==> config.mk <==
export PLATFORM = sky130hd
export DESIGN_NAME = grid_astar_path_search
export DESIGN_NICKNAME = d
export VERILOG_FILES = /design/src/hw/rtl/gasp_pkg.sv /design/src/hw/rtl/grid_astar_path_search.sv /design/src/hw/rtl/gasp_ctrl.sv /design/src/hw/rtl/gasp_dp.sv
export SDC_FILE = /design/constraint.sdc
export NUM_CORES = 2
export LEC_CHECK = 0
export BUFFER_PORTS_ARGS = -buffer_cell sky130_fd_sc_hd__buf_2
export CAP_MARGIN = 20
export CORE_UTILIZATION = 26
export DETAILED_ROUTE_END_ITERATION = 10
export PLACE_DENSITY = 0.5
export REMOVE_ABC_BUFFERS = 1
export SYNTH_ARGS = -nofsm -noshare
export SYNTH_HDL_FRONTEND = slang
export SYNTH_SLANG_ARGS = --single-unit
==> constraint.sdc <==
create_clock -name clk -period 12.2 [get_ports clk]
set_input_delay 1.22 -clock clk [delete_from_list [all_inputs] [get_ports clk]]
set_output_delay 1.22 -clock clk [all_outputs]
set_load 0.02 [all_outputs]
==> src/hw/rtl/gasp_pkg.sv <==
// Package for the grid path search block: payload structs, FSM state, command bundles.
// No dependencies.
`default_nettype none
package gasp_pkg;

    typedef struct packed {
        logic       opcode;
        logic [2:0] cell_row;
        logic [2:0] cell_col;
        logic       cell_open;
    } in_item_t;

    typedef struct packed {
        logic [2:0] path_row;
        logic [2:0] path_col;
        logic       found;
        logic       last_cell;
    } out_item_t;

    localparam logic OP_LOAD = 1'b0;
    localparam logic OP_RUN  = 1'b1;

    localparam logic [1:0] REG_START_ROW = 2'd0;
    localparam logic [1:0] REG_START_COL = 2'd1;
    localparam logic [1:0] REG_DEST_ROW  = 2'd2;
    localparam logic [1:0] REG_DEST_COL  = 2'd3;

    localparam logic [9:0] STEP_STRAIGHT = 10'd10;
    localparam logic [9:0] STEP_DIAG     = 10'd14;

    typedef enum logic [3:0] {
        ST_IDLE,
        ST_CLEAR,
        ST_SCAN,
        ST_SCAN_END,
        ST_NBR,
        ST_NBR_RD,
        ST_NBR_UPD,
        ST_WALK_RD,
        ST_WALK_OUT,
        ST_SINGLE
    } state_t;

    typedef struct packed {
        logic load;       // write grid cell from input beat
        logic clear;      // clear open/closed sweep step
        logic init;       // set up start cell
        logic scan_step;  // compare one cell in min search
        logic scan_start;
        logic take_best;  // move best cell to closed
        logic nbr_rd;     // issue reads for current neighbor
        logic nbr_upd;    // write neighbor if improved
        logic nbr_next;
        logic walk_init;
        logic walk_rd;
        logic walk_emit;
        logic single;     // emit single result
    } cmd_t;

    typedef struct packed {
        logic bad_coord;
        logic same_cell;
        logic clear_done;
        logic scan_done;
        logic none_open;
        logic nbr_done;
        logic nbr_skip;   // out of grid, blocked or closed
        logic nbr_dest;
        logic walk_last;
        logic out_busy;
    } status_t;

    // floor(sqrt(n)) for n = 100*(dr^2+dc^2), dr,dc <= 7: table by (dr,dc)
    function automatic logic [6:0] heur_lut(input logic [2:0] dr, input logic [2:0] dc);
        logic [6:0] s;
        logic [13:0] n;
        n = 14'(100 * (int'(dr) * int'(dr) + int'(dc) * int'(dc)));
        s = 7'd0;
        for (int k = 1; k < 100; k++) begin
            if (14'(k * k) <= n) s = 7'(k);
        end
        return s;
    endfunction

endpackage
`default_nettype wire

==> src/hw/rtl/grid_astar_path_search.sv <==
// Grid A* search, 8-connected. Load beats write one grid cell each.
// Run: a clear step, then per expansion a min scan over all cells, a read and an optional
// update per neighbor and a restart of the scan; then a read and an emit per path cell.
// One item at a time.
// Reset: async active-low; registers take start (0,0), dest (7,7); grid undefined.
// Depends on gasp_pkg, gasp_ctrl, gasp_dp.
`default_nettype none
module grid_astar_path_search #(
    parameter int GRID_ROWS = 8,
    parameter int GRID_COLS = 8
) (
    input  wire logic                clk,
    input  wire logic                rst_n,
    input  wire logic                in_valid,
    output logic                     in_stall,
    input  wire gasp_pkg::in_item_t  in_data,
    output logic                     out_valid,
    input  wire logic                out_stall,
    output gasp_pkg::out_item_t      out_data,
    input  wire logic                cfg_we,
    input  wire logic [1:0]          cfg_index,
    input  wire logic [2:0]          cfg_data
);
    import gasp_pkg::*;

    logic [2:0] start_row_reg, start_col_reg, dest_row_reg, dest_col_reg;
    cmd_t    cmd;
    status_t sts;

    always_ff @(posedge clk or negedge rst_n)
    begin
        if (!rst_n) begin
            start_row_reg <= 3'd0;
            start_col_reg <= 3'd0;
            dest_row_reg  <= 3'd7;
            dest_col_reg  <= 3'd7;
        end else if (cfg_we) begin
            unique case (cfg_index)
                REG_START_ROW: start_row_reg <= cfg_data;
                REG_START_COL: start_col_reg <= cfg_data;
                REG_DEST_ROW:  dest_row_reg  <= cfg_data;
                REG_DEST_COL:  dest_col_reg  <= cfg_data;
                default:       ;
            endcase
        end
    end

    wire logic in_fire = in_valid && !in_stall;

    gasp_ctrl u_ctrl (
        .clk(clk), .rst_n(rst_n), .in_fire(in_fire), .in_op(in_data.opcode),
        .sts(sts), .cmd(cmd), .in_stall(in_stall)
    );

    gasp_dp #(.GRID_ROWS(GRID_ROWS), .GRID_COLS(GRID_COLS)) u_dp (
        .clk(clk), .rst_n(rst_n), .in_item(in_data),
        .start_row(start_row_reg), .start_col(start_col_reg),
        .dest_row(dest_row_reg), .dest_col(dest_col_reg),
        .cmd(cmd), .sts(sts), .out_item(out_data), .out_valid(out_valid),
        .out_stall(out_stall)
    );
endmodule
`default_nettype wire

==> src/hw/rtl/gasp_ctrl.sv <==
// Controller FSM for the grid path search.
// Depends on gasp_pkg.
`default_nettype none
module gasp_ctrl (
    input  wire logic             clk,
    input  wire logic             rst_n,
    input  wire logic             in_fire,
    input  wire logic             in_op,
    input  wire gasp_pkg::status_t sts,
    output gasp_pkg::cmd_t        cmd,
    output logic                  in_stall
);
    import gasp_pkg::*;

    state_t state_reg, state_next;

    always_ff @(posedge clk or negedge rst_n)
    begin
        if (!rst_n) state_reg <= ST_IDLE;
        else        state_reg <= state_next;
    end

    always_comb
    begin
        state_next = state_reg;
        unique case (state_reg)
            ST_IDLE:
                if (in_fire && in_op == OP_RUN) begin
                    if (sts.bad_coord || sts.same_cell) state_next = ST_SINGLE;
                    else state_next = ST_CLEAR;
                end
            ST_CLEAR:    if (sts.clear_done) state_next = ST_SCAN;
            ST_SCAN:     if (sts.scan_done) state_next = ST_SCAN_END;
            ST_SCAN_END: state_next = sts.none_open ? ST_SINGLE : ST_NBR;
            ST_NBR:
                if (sts.nbr_done) state_next = ST_SCAN;
                else state_next = ST_NBR_RD;
            ST_NBR_RD:
                if (sts.nbr_skip) state_next = ST_NBR;
                else if (sts.nbr_dest) state_next = ST_WALK_RD;
                else state_next = ST_NBR_UPD;
            ST_NBR_UPD:  state_next = ST_NBR;
            ST_WALK_RD:  state_next = ST_WALK_OUT;
            ST_WALK_OUT:
                if (!sts.out_busy) state_next = sts.walk_last ? ST_IDLE : ST_WALK_RD;
            ST_SINGLE:   if (!sts.out_busy) state_next = ST_IDLE;
            default:     state_next = ST_IDLE;
        endcase
    end

    always_comb
    begin
        cmd = '0;
        in_stall = (state_reg != ST_IDLE);
        unique case (state_reg)
            ST_IDLE:
            begin
                cmd.load = in_fire && in_op == OP_LOAD;
                cmd.clear = in_fire && in_op == OP_RUN;
            end
            ST_CLEAR:
            begin
                cmd.clear = 1'b1;
                cmd.init = sts.clear_done;
                cmd.scan_start = sts.clear_done;
            end
            ST_SCAN:     cmd.scan_step = 1'b1;
            ST_SCAN_END: cmd.take_best = !sts.none_open;
            ST_NBR:
            begin
                cmd.nbr_rd = !sts.nbr_done;
                cmd.scan_start = sts.nbr_done;
            end
            ST_NBR_RD:
            begin
                cmd.nbr_next = sts.nbr_skip;
                cmd.walk_init = !sts.nbr_skip && sts.nbr_dest;
            end
            ST_NBR_UPD:
            begin
                cmd.nbr_upd = 1'b1;
                cmd.nbr_next = 1'b1;
            end
            ST_WALK_RD:  cmd.walk_rd = 1'b1;
            ST_WALK_OUT: cmd.walk_emit = !sts.out_busy;
            ST_SINGLE:   cmd.single = !sts.out_busy;
            default:     cmd = '0;
        endcase
    end
endmodule
`default_nettype wire

==> src/hw/rtl/gasp_dp.sv <==
// Datapath: grid store, per-cell search memories, min scan, neighbor update, path walk.
// Depends on gasp_pkg.
`default_nettype none
module gasp_dp #(
    parameter int GRID_ROWS = 8,
    parameter int GRID_COLS = 8
) (
    input  wire logic               clk,
    input  wire logic               rst_n,
    input  wire gasp_pkg::in_item_t in_item,
    input  wire logic [2:0]         start_row,
    input  wire logic [2:0]         start_col,
    input  wire logic [2:0]         dest_row,
    input  wire logic [2:0]         dest_col,
    input  wire gasp_pkg::cmd_t     cmd,
    output gasp_pkg::status_t       sts,
    output gasp_pkg::out_item_t     out_item,
    output logic                    out_valid,
    input  wire logic               out_stall
);
    import gasp_pkg::*;

    // memories, indexed {row,col}
    logic        pass_mem [64];
    logic [9:0]  g_mem    [64];
    logic [9:0]  f_mem    [64];
    logic [5:0]  link_mem [64];
    logic [11:0] stamp_mem[64];
    logic [63:0] open_reg, closed_reg;

    logic [6:0]  idx_reg;      // scan counter
    logic        best_ok_reg;
    logic [5:0]  best_reg;
    logic [9:0]  best_f_reg;
    logic [11:0] best_s_reg;
    logic [5:0]  cur_reg;
    logic [9:0]  cur_g_reg;
    logic [3:0]  dir_reg;
    logic [11:0] stamp_cnt_reg;
    logic        nbr_ok_reg;   // neighbor in grid, passable, not closed
    logic [5:0]  ni_reg;
    logic [9:0]  ng_reg, nf_reg;
    logic [9:0]  old_g_reg, old_f_reg;
    logic [5:0]  walk_reg;
    logic [6:0]  walk_cnt_reg;
    logic [5:0]  walk_link_reg;
    logic [9:0]  sf_reg;
    logic [11:0] ss_reg;
    out_item_t   out_reg;
    logic        out_valid_reg;

    wire logic [5:0] si = {start_row, start_col};
    wire logic [5:0] di = {dest_row, dest_col};

    assign sts.bad_coord = (32'(start_row) >= GRID_ROWS) || (32'(start_col) >= GRID_COLS)
                        || (32'(dest_row) >= GRID_ROWS) || (32'(dest_col) >= GRID_COLS);
    assign sts.same_cell = (si == di);
    assign sts.clear_done = 1'b1;
    assign sts.scan_done = idx_reg[6];
    assign sts.none_open = !best_ok_reg;
    assign sts.nbr_done = dir_reg[3];
    assign sts.nbr_skip = !nbr_ok_reg;
    assign sts.nbr_dest = (ni_reg == di);
    assign sts.walk_last = (walk_reg == si) || (walk_cnt_reg == 7'd63);
    assign sts.out_busy = out_valid_reg && out_stall;

    // neighbor geometry for dir_reg
    logic signed [4:0] nr, nc;
    logic [2:0] dr, dc;
    logic       in_grid;
    logic [5:0] ni;
    always_comb
    begin
        nr = 5'(signed'({2'b0, cur_reg[5:3]}));
        nc = 5'(signed'({2'b0, cur_reg[2:0]}));
        case (dir_reg[2:0])
            3'd0: nc = nc + 5'sd1;
            3'd1: begin nr = nr + 5'sd1; nc = nc + 5'sd1; end
            3'd2: nr = nr + 5'sd1;
            3'd3: begin nr = nr + 5'sd1; nc = nc - 5'sd1; end
            3'd4: nc = nc - 5'sd1;
            3'd5: begin nr = nr - 5'sd1; nc = nc - 5'sd1; end
            3'd6: nr = nr - 5'sd1;
            default: begin nr = nr - 5'sd1; nc = nc + 5'sd1; end
        endcase
        in_grid = (nr >= 0) && (nc >= 0) && (32'(nr) < GRID_ROWS) && (32'(nc) < GRID_COLS);
        ni = {nr[2:0], nc[2:0]};
        dr = (nr[2:0] > dest_row) ? nr[2:0] - dest_row : dest_row - nr[2:0];
        dc = (nc[2:0] > dest_col) ? nc[2:0] - dest_col : dest_col - nc[2:0];
    end

    wire logic [9:0] ng_c = cur_g_reg + (dir_reg[0] ? STEP_DIAG : STEP_STRAIGHT);
    wire logic [9:0] nf_c = ng_c + 10'(heur_lut(dr, dc));
    wire logic improve = !open_reg[ni_reg] || (nf_reg < old_f_reg)
                      || (nf_reg == old_f_reg && ng_reg <= old_g_reg);

    wire logic [5:0] sidx = idx_reg[5:0];
    wire logic better = open_reg[sidx] &&
        (!best_ok_reg || sf_reg < best_f_reg || (sf_reg == best_f_reg && ss_reg > best_s_reg));

    // memories
    always_ff @(posedge clk)
    begin
        if (cmd.load && 32'(in_item.cell_row) < GRID_ROWS && 32'(in_item.cell_col) < GRID_COLS)
            pass_mem[{in_item.cell_row, in_item.cell_col}] <= in_item.cell_open;
        if (cmd.init) begin
            g_mem[si] <= '0;
            f_mem[si] <= '0;
            stamp_mem[si] <= '0;
        end
        if (cmd.nbr_upd && improve) begin
            g_mem[ni_reg] <= ng_reg;
            f_mem[ni_reg] <= nf_reg;
            stamp_mem[ni_reg] <= stamp_cnt_reg + 12'd1;
        end
        if ((cmd.nbr_upd && improve) || cmd.walk_init)
            link_mem[ni_reg] <= cur_reg;
    end

    // registered reads
    always_ff @(posedge clk)
    begin
        sf_reg <= f_mem[cmd.scan_start ? 6'd0 : 6'(idx_reg + 7'd1)];
        ss_reg <= stamp_mem[cmd.scan_start ? 6'd0 : 6'(idx_reg + 7'd1)];
        old_g_reg <= g_mem[ni];
        old_f_reg <= f_mem[ni];
        walk_link_reg <= link_mem[walk_reg];
        cur_g_reg <= g_mem[cmd.take_best ? best_reg : cur_reg];
        nbr_ok_reg <= in_grid && pass_mem[ni] && !closed_reg[ni];
        ni_reg <= ni;
        ng_reg <= ng_c;
        nf_reg <= nf_c;
    end

    always_ff @(posedge clk or negedge rst_n)
    begin
        if (!rst_n) begin
            open_reg <= '0;
            closed_reg <= '0;
            idx_reg <= '0;
            best_ok_reg <= 1'b0;
            dir_reg <= '0;
            stamp_cnt_reg <= '0;
            walk_cnt_reg <= '0;
            out_valid_reg <= 1'b0;
        end else begin
            if (out_valid_reg && !out_stall) out_valid_reg <= 1'b0;
            if (cmd.clear) begin
                open_reg <= '0;
                closed_reg <= '0;
                stamp_cnt_reg <= '0;
            end
            if (cmd.init) open_reg[si] <= 1'b1;
            if (cmd.scan_start) begin
                idx_reg <= '0;
                best_ok_reg <= 1'b0;
            end
            if (cmd.scan_step) begin
                idx_reg <= idx_reg + 7'd1;
                if (better) best_ok_reg <= 1'b1;
            end
            if (cmd.take_best) begin
                open_reg[best_reg] <= 1'b0;
                closed_reg[best_reg] <= 1'b1;
                dir_reg <= '0;
            end
            if (cmd.nbr_next) dir_reg <= dir_reg + 4'd1;
            if (cmd.nbr_upd && improve) begin
                open_reg[ni_reg] <= 1'b1;
                stamp_cnt_reg <= stamp_cnt_reg + 12'd1;
            end
            if (cmd.walk_init) walk_cnt_reg <= '0;
            if (cmd.walk_emit) walk_cnt_reg <= walk_cnt_reg + 7'd1;
            if (cmd.walk_emit || cmd.single) out_valid_reg <= 1'b1;
        end
    end

    always_ff @(posedge clk)
    begin
        if (cmd.scan_step && better) begin
            best_reg <= sidx;
            best_f_reg <= sf_reg;
            best_s_reg <= ss_reg;
        end
        if (cmd.take_best) cur_reg <= best_reg;
        if (cmd.walk_init) walk_reg <= di;
        if (cmd.walk_emit) begin
            out_reg <= '{walk_reg[5:3], walk_reg[2:0], 1'b1, sts.walk_last};
            walk_reg <= walk_link_reg;
        end
        if (cmd.single) begin
            if (sts.bad_coord || !best_ok_reg && !sts.same_cell)
                out_reg <= '{3'd0, 3'd0, 1'b0, 1'b1};
            else
                out_reg <= '{start_row, start_col, 1'b1, 1'b1};
        end
    end

    assign out_item = out_reg;
    assign out_valid = out_valid_reg;
endmodule
`default_nettype wire

* Word-level counts from Yosys, hierarchy flattened
Memories as Yosys holds them, arrays and structs flattened. A register that Yosys moved wholly into a read port is not among the register bits.
Cells that the tools add are included.
** Word-level totals
- Register bits :: 251
- RAM bits :: 2496
- Output and inout bits :: 10
- Memories kept :: 5
** Cells by class
- Order comparisons :: 117
- Bitwise gates (word level) :: 6
- Reduce and logical (&&, ||, !) cells :: 57
- Multiply operators :: 3
- Muxes and demuxes :: 181
- Add/sub/neg operators :: 15
- Eq/ne operators :: 28
** Memories
- u_dp.stamp_mem :: depth 64, bits a word 12, rd ports 1, clocked after memory_dff 1, wr ports 1, line gasp_dp.sv:28 : logic [11:0] stamp_mem[64];
- u_dp.f_mem :: depth 64, bits a word 10, rd ports 2, clocked after memory_dff 2, wr ports 1, line gasp_dp.sv:26 : logic [9:0] f_mem [64];
- u_dp.g_mem :: depth 64, bits a word 10, rd ports 2, clocked after memory_dff 2, wr ports 1, line gasp_dp.sv:25 : logic [9:0] g_mem [64];
- u_dp.link_mem :: depth 64, bits a word 6, rd ports 1, clocked after memory_dff 1, wr ports 1, line gasp_dp.sv:27 : logic [5:0] link_mem [64];
- u_dp.pass_mem :: depth 64, bits a word 1, rd ports 1, clocked after memory_dff 0, wr ports 1, line gasp_dp.sv:24 : logic pass_mem [64];
** Operators with widths (number)
- $mux W64 :: 6
- $le A13 B14 Y1 const A :: 27
- $mux W7 :: 40
- $le A12 B14 Y1 const A :: 18
- $mux W6 :: 39
- $le A11 B14 Y1 const A :: 14
- $or A64 B64 Y64 :: 3
- $le A10 B14 Y1 const A :: 9
- $le A14 B14 Y1 const A :: 9
- $le A9 B14 Y1 const A :: 7
- $mux W5 :: 16
- $mux W4 :: 17
- $and A64 B64 Y64 :: 1
- $not A64 Y64 :: 1
- $le A7 B14 Y1 const A :: 4
- $le A8 B14 Y1 const A :: 4
- $pmux W4 S10 :: 1
- $mux W12 :: 3
- $lt A6 B7 Y1 const B :: 5
- $add A32 B32 Y32 :: 1
- $mul A6 B32 Y12 const A :: 1
- $mux W1 :: 32
- $le A5 B14 Y1 const A :: 2
- $le A6 B14 Y1 const A :: 2
- other kinds (56) :: 145

* Longest topological paths before layout
- Depth after elaboration :: 109
- Depth in mapped cells :: 50
- Mapped depth without buffers :: 45

* Hierarchy
Synthesis repeated with hierarchy kept, for this count alone.
** Unflattened totals
- Cells, all modules :: 13009
- Area, all modules :: 142120.1 um^2
** Modules (own cells, without submodules)
- gasp_dp :: seq. area each 82038.7 um^2, instances 1, area an instance 141092.8 um^2, cells an instance 12904
- gasp_ctrl :: seq. area each 100.1 um^2, instances 1, area an instance 539.3 um^2, cells an instance 76
- grid_astar_path_search :: seq. area each 307.8 um^2, instances 1, area an instance 488.0 um^2, cells an instance 29

* Least setup slack after synthesis
OpenSTA, ideal clock, no wires.
- Path kind :: flip-flop to flip-flop
- Start point :: register u_dp.cur_reg[0]
- End point :: register u_dp.nf_reg[8]
- Data required time :: 12.082 ns
- Library setup time :: 0.118 ns
- Setup slack :: 1.491 ns
- Arrival time :: 10.590 ns
- Clock period less this slack :: 10.709 ns
- Cell stages (with the launch flop) :: 45
- Path through :: dfxtp_1 inv_1 ha_1 or4b_2 o211ai_1 clkbuf_1 clkbuf_1 ha_1 a21o_1 a21oi_1 a31oi_1 mux2i_1 xnor2_1 nor2_1 ha_1 inv_1 fa_1 inv_1 [... 9 more ...] buf_2 inv_1 a221oi_1 a21oi_1 a311oi_1 o31ai_1 a221oi_1 ha_1 inv_1 fa_1 inv_1 a21oi_1 o21ai_0 a21oi_1 o21ai_0 a21o_1 nand2_1 xnor2_1
** On the way
- Longest elaborated chain between the ends :: 108
- Elaborated cells on any way between the ends :: 209
- Classes of those cells :: add/sub: 6; mul: 2; order compare: 100; mux: 101
** RTL lines
- start, declared :: line gasp_dp.sv:36 : logic [5:0] cur_reg;
- start signal, assigned :: line gasp_dp.sv:185 : if (cmd.take_best) cur_reg <= best_reg;
- $add A3 B1 Y4 / $sub A3 B1 Y4 (equally long branches)
- $pmux W5 S2 (*) :: line gasp_dp.sv:76 : case (dir_reg[2:0])
- net u_dp.nc[1] :: line gasp_dp.sv:68 : logic signed [4:0] nr, nc;
- $sub A3 B3 Y3 / $gt A3 B3 Y1 (equally long branches) :: line gasp_dp.sv:89 : dc = (nc[2:0] > dest_col) ? nc[2:0] - dest_col : dest_col - nc[2:0];
- $mux W3 (*) :: line gasp_dp.sv:89
- $mul A3 B3 Y6 (*) :: line gasp_pkg.sv:77 : n = 14'(100 * (int'(dr) * int'(dr) + int'(dc) * int'(dc)));
- $add A32 B32 Y32 (*) :: line gasp_pkg.sv:77
- $mul A6 B32 Y12 (*) :: line gasp_pkg.sv:77
- [... 4 more ...]
- $mux W3 (4 in a row) :: line gasp_pkg.sv:80 : if (14'(k * k) <= n) s = 7'(k);
- $mux W4 (8 in a row) :: line gasp_pkg.sv:80
- $mux W5 (16 in a row) :: line gasp_pkg.sv:80
- $mux W6 (32 in a row) :: line gasp_pkg.sv:80
- $mux W7 (35 in a row) :: line gasp_pkg.sv:80
- $mux W7 (*) :: line gasp_pkg.sv:80
- $add A10 B7 Y10 (*) :: line gasp_dp.sv:93 : wire logic [9:0] nf_c = ng_c + 10'(heur_lut(dr, dc));
- net u_dp.nf_c[8] :: line gasp_dp.sv:93
- end signal, assigned :: line gasp_dp.sv:132 : nf_reg <= nf_c;
- end, declared :: line gasp_dp.sv:42 : logic [9:0] ng_reg, nf_reg;
Mark *: on every way through the listed nets, which the timed path passes. The rest lies on a longest branch.
A chain may end at the register's enable or synchronous reset.

* Final worst setup path
- Start point :: register u_dp.dir_reg[0]
- End point :: register u_dp.nf_reg[8]
** On the way
- Longest elaborated chain between the ends :: 109
- Elaborated cells on any way between the ends :: 226
- Classes of those cells :: add/sub: 7; mul: 3; order compare: 101; eq/ne: 6; mux: 104; reduce/logical: 5
** RTL lines
- start, declared :: line gasp_dp.sv:38 : logic [3:0] dir_reg;
- start signal, assigned :: line gasp_dp.sv:167 : if (cmd.nbr_next) dir_reg <= dir_reg + 4'd1;
- $eq A3 B1 Y1 (tied with other cells) :: line gasp_dp.sv:76
- $reduce_or A3 Y1 (no source line) / $reduce_or A2 Y1 (equally long branches)
- $pmux W5 S2 :: line gasp_dp.sv:76
- $sub A3 B3 Y3 (tied with other cells) :: line gasp_dp.sv:88 : dr = (nr[2:0] > dest_row) ? nr[2:0] - dest_row : dest_row - nr[2:0];
- $mux W3, on equally long branches :: line gasp_dp.sv:88, gasp_dp.sv:89
- $mul A3 B3 Y6 :: line gasp_pkg.sv:77
- $add A32 B32 Y32 :: line gasp_pkg.sv:77
- $mul A6 B32 Y12 :: line gasp_pkg.sv:77
- [... 2 more ...]
- $mux W2 (2 in a row) :: line gasp_pkg.sv:80
- $mux W3 (4 in a row) :: line gasp_pkg.sv:80
- $mux W4 (8 in a row) :: line gasp_pkg.sv:80
- $mux W5 (16 in a row) :: line gasp_pkg.sv:80
- $mux W6 (32 in a row) :: line gasp_pkg.sv:80
- $mux W7 (36 in a row) :: line gasp_pkg.sv:80
- $add A10 B7 Y10 (*) :: line gasp_dp.sv:93
- net u_dp.nf_c[8] :: line gasp_dp.sv:93
Marked as above.

==> summary.txt <==
WORST SETUP PATH
----------------------------------------------------------------------------------------------------
Critical path's largest stage delay                                                          0.67 ns
Capturing element type of the critical path                                                flip-flop
Crit path arrival time                                                                      12.37 ns
Slowest-stage cell, CP                                                                  sky130_fd_sc_hd__xnor2_2
Startpoint types                                                                           flip-flop
Largest fanout on the critical path                                                               12
Critical path buffers and inverters                                                                6
Delay-heaviest family, CP                                                               compound AO/OA/AOI/OAI gates
Data required time of the critical path                                                     13.00 ns
Type of the worst setup path                                                            flip-flop to flip-flop
Most prevalent standard cell on the critical path                                       sky130_fd_sc_hd__ha_1

GRT
----------------------------------------------------------------------------------------------------
Maximum number of pins on one net before global-route repair                                     168
Number of global-route vias before repair                                                     86,012
Met3 global-route usage                                                                        3.33%
First-pass GRT wire length                                                                    661 mm
Global routing usage on met1                                                                   24.4%
Met2 Track Usage GR                                                                            30.3%
Initial antenna violation count                                                                   32
Global route hottest layer                                                                      met2
Sum of overflow across all layers after global routing                                             0
Global routing usage summed across all routing layers                                          18.4%

YOSYS
----------------------------------------------------------------------------------------------------
Number of distinct standard cells referenced by the synthesized netlist                           85
Post-synthesis share of cell area spent on and, or, nand and nor gates                         12.4%
Post-synth design cell area                                                             128,000 um^2
Part of the Yosys area used for sequential elements                                            64.6%
Multiplexer share of the synthesized area                                                      8.61%
Library cell occupying the most area in the post-synthesis netlist                      sky130_fd_sc_hd__edfxtp_1
Main combinational cell family by area after synthesis                                  simple AND/OR/NAND/NOR gates
Top post-synthesis cells by area                                                        sky130_fd_sc_hd__edfxtp_1 60%, sky130_fd_sc_hd__mux4_2 7.3%, sky130_fd_sc_hd__nand2_1 4.9%
Number of synthesized flops with an enable pin                                                 2,538
Register bit total from synthesis                                                              2,805
Synth Flop Type                                                                         sky130_fd_sc_hd__edfxtp_1
Synthesized-area fraction occupied by adder cells                                              1.13%
Area share of the leading cell type in the synthesized netlist                                 59.7%
XOR/XNOR Fraction of Synth Area                                                               0.412%
Yosys Warn Count                                                                                   0
Mean Syn Cell Area                                                                         13.0 um^2
Compound-gate portion of the synthesized area                                                  10.1%
Instance count of the mapped netlist                                                           9,807
Share of synthesized registers carrying an async set or reset                                  6.27%

DETAILED ROUTING
----------------------------------------------------------------------------------------------------
Total detailed-routing wirelength                                                             469 mm
Count of unresolved DRC violations after routing                                                   0
Number of nets with antenna violations after routing                                               0
Vias post-DR                                                                                  88,390
Initial detailed-routing violation count                                                      11,206
Routed wire length per instance                                                              28.7 um
Ratio of routed vias to standard cells                                                          5.41
DRT Pass-1 Iters                                                                                   6

LAYOUT
----------------------------------------------------------------------------------------------------
Share of final-layout standard cells stronger than drive strength 1                            14.1%
Most frequent cells in the layout                                                       2,538 x sky130_fd_sc_hd__edfxtp_1, 1,664 x sky130_fd_sc_hd__nand2_1, 677 x sky130_fd_sc_hd__nand3_1
Largest register FFs                                                                             768
Top Registers                                                                           u_dp.stamp_mem: 768 flops, u_dp.f_mem: 640 flops, u_dp.g_mem: 640 flops
Synth-to-layout area growth                                                                    14.7%
Register with the highest flop count                                                    u_dp.stamp_mem
Most common library cell in the layout ignoring fill and taps                           sky130_fd_sc_hd__edfxtp_1
Count of nets after finishing                                                                  9,764

CLOCK TREE
----------------------------------------------------------------------------------------------------
Buffer depth of the longest clock path                                                             4
CTS tree                                                                                       built
Clock-pin slew reported for the worst setup and hold paths after clock tree synthesis        0.06 ns
Source-to-sink clock delay at the later pin of the worst-skew pair                           0.97 ns
CTS root buf                                                                            sky130_fd_sc_hd__clkbuf_16
CTS H-tree lvls                                                                                    5
Post-CTS Setup Repair Bufs                                                                         0
CTS sink count                                                                                 2,805
Clock buffers created by TritonCTS                                                               302

PLACE
----------------------------------------------------------------------------------------------------
Port Buffers                                                                                      27
DPL Wire Length                                                                               258 mm
Placer congestion estimate                                                                     0.850

WORST HOLD PATH
----------------------------------------------------------------------------------------------------
Worst hold path class                                                                   input port to asynchronous set/reset pin

RUN STATUS
----------------------------------------------------------------------------------------------------
Outcome                                                                                    completed

STA
----------------------------------------------------------------------------------------------------
Transition at the pin with the smallest max-transition slack                                 1.21 ns
Time the worst path needs with I/O delays and setup                                         11.57 ns
Setup repair after global routing missed its margin                                               no
Relative slew slack                                                                            18.9%
Crit share post-route                                                                          94.8%
Clock skew                                                                                  0.115 ns
Number of endpoints with negative hold slack in the final report                                   0
Sum Neg Setup Slack                                                                             0 ns
Final setup violation count                                                                        0
Max Clk Rate                                                                                86.5 MHz
Number of slew-limit violations in the final report                                                0

FLOORPLAN
----------------------------------------------------------------------------------------------------
Top-Level Pins                                                                                    28
Initial cell density of the core                                                               26.2%
Die outline area                                                                        494,000 um^2
Width of the chip                                                                             703 um
Core box area                                                                           488,000 um^2
Die height                                                                                    703 um
Floorplan row count                                                                              256

FLOW RUN
----------------------------------------------------------------------------------------------------
Max-capacitance violation count                                                                    0

-- metal layers --
metal	routed length, um	up-vias
met3	38400	872
met1	191000	45699
met4	17300	10
met2	222000	4263
li1	-	37546
met5	64	-
-- area by class of cell --
cell class                 instances  area (um^2)
fill                           48789       341000
sequential                      2805        82500
multi-input combinational       6075        42700
clock buffer                     389         8270
tap                             6450         8070
timing repair buffer             335         2820
clock inverter                   159         1680
inverter                         117          475
antenna                            9         22.5
-- cell families (layout without fill, tap and decap cells) --
group                    after synthesis  in the layout
AO/OA/AOI/OAI                       1855           1855
adder cells (fa/ha/maj)              110            110
other                                  0              9
multiplexers                         579            579
buffers and inverters                927           1000
XOR/XNOR                              60             60
flip-flops                          2805           2805
AND/OR/NAND/NOR                     3471           3471
-- worst paths after layout --
| path | startpoint | end | slack [ns] | cells after the start |
|---|---|---|---|---|
| hold reg to reg | u_dp.cur_g_reg[0] | u_dp.ng_reg[0] | 0.41 | 0 |
| setup / recovery | u_dp.dir_reg[0] | u_dp.nf_reg[8] | 0.63 | 40 |
| setup reg to reg | u_dp.dir_reg[0] | u_dp.nf_reg[8] | 0.63 | 40 |
| hold / removal | rst_n | u_dp.stamp_cnt_reg[2] | 0.29 | 1 |
| min in group clk | u_dp.cur_g_reg[0] | u_dp.ng_reg[0] | 0.41 | 0 |
| max in group asynchronous | rst_n | u_dp.idx_reg[5] | 10.45 | 2 |
-- metrics by stage --
stage | utilization (%) | worst slack, ns | std cells | hold WS [ns] | area, um^2
3_3_place_gp | 27.9 | 0.0779 | 15766 | 0.419 | 136000
2_1_floorplan | - | -114.37 | 8997 | 0.337 | 125000
3_5_place_dp | 27.9 | 0.207 | 15770 | 0.410 | 136000
5_1_grt | 30.0 | 0.0270 | 16331 | 0.318 | 146000
6_report | 30.0 | 0.634 | 16339 | 0.292 | 146000
4_1_cts | 30.0 | 0.135 | 16318 | 0.268 | 146000
-- worst reg2reg max path, delay by kind of cell, from the launching register on --
| family | cells | cell delay (ns) |
|---|---|---|
| buffers and inverters | 6 | 0.41 |
| AO/OA/AOI/OAI | 16 | 4.69 |
| XOR/XNOR | 3 | 1.08 |
| flip-flops | 1 | 0.41 |
| adder cells (fa/ha/maj) | 10 | 3.78 |
| AND/OR/NAND/NOR | 4 | 0.82 |
| multiplexers | 1 | 0.27 |
-- cell usage after synthesis (24+ instances only) --
cell type and n:
sky130_fd_sc_hd__a211oi_1 192, sky130_fd_sc_hd__dfxtp_1 91, sky130_fd_sc_hd__o221ai_1 185, sky130_fd_sc_hd__xnor2_1 35, sky130_fd_sc_hd__nor3b_1 40, sky130_fd_sc_hd__buf_2 34
sky130_fd_sc_hd__a311oi_1 379, sky130_fd_sc_hd__nor2b_1 24, sky130_fd_sc_hd__nand2_1 1666, sky130_fd_sc_hd__dfrtp_1 170, sky130_fd_sc_hd__nor3_1 105, sky130_fd_sc_hd__o22ai_1 104
sky130_fd_sc_hd__buf_1 73, sky130_fd_sc_hd__a31oi_1 66, sky130_fd_sc_hd__xor2_1 25, sky130_fd_sc_hd__mux4_2 413, sky130_fd_sc_hd__o21ai_0 486, sky130_fd_sc_hd__ha_1 101
sky130_fd_sc_hd__a21o_1 101, sky130_fd_sc_hd__mux2i_1 144, sky130_fd_sc_hd__and3_1 63, sky130_fd_sc_hd__nor2_1 365, sky130_fd_sc_hd__or3_1 194, sky130_fd_sc_hd__o311ai_0 28
sky130_fd_sc_hd__and2_1 204, sky130_fd_sc_hd__nand3b_1 34, sky130_fd_sc_hd__nand3_1 677, sky130_fd_sc_hd__a21oi_1 189, sky130_fd_sc_hd__edfxtp_1 2538, sky130_fd_sc_hd__inv_1 109
sky130_fd_sc_hd__clkbuf_1 702
-- timing repair --
action / in CTS / in global routing
resized for setup: 0 / 6
hold buffers: 0 / 0
setup endpoints to repair: 0 / 5
Power is not shown: default switching activity piles up to over one toggle a cycle in this logic, so the estimate is an artifact.
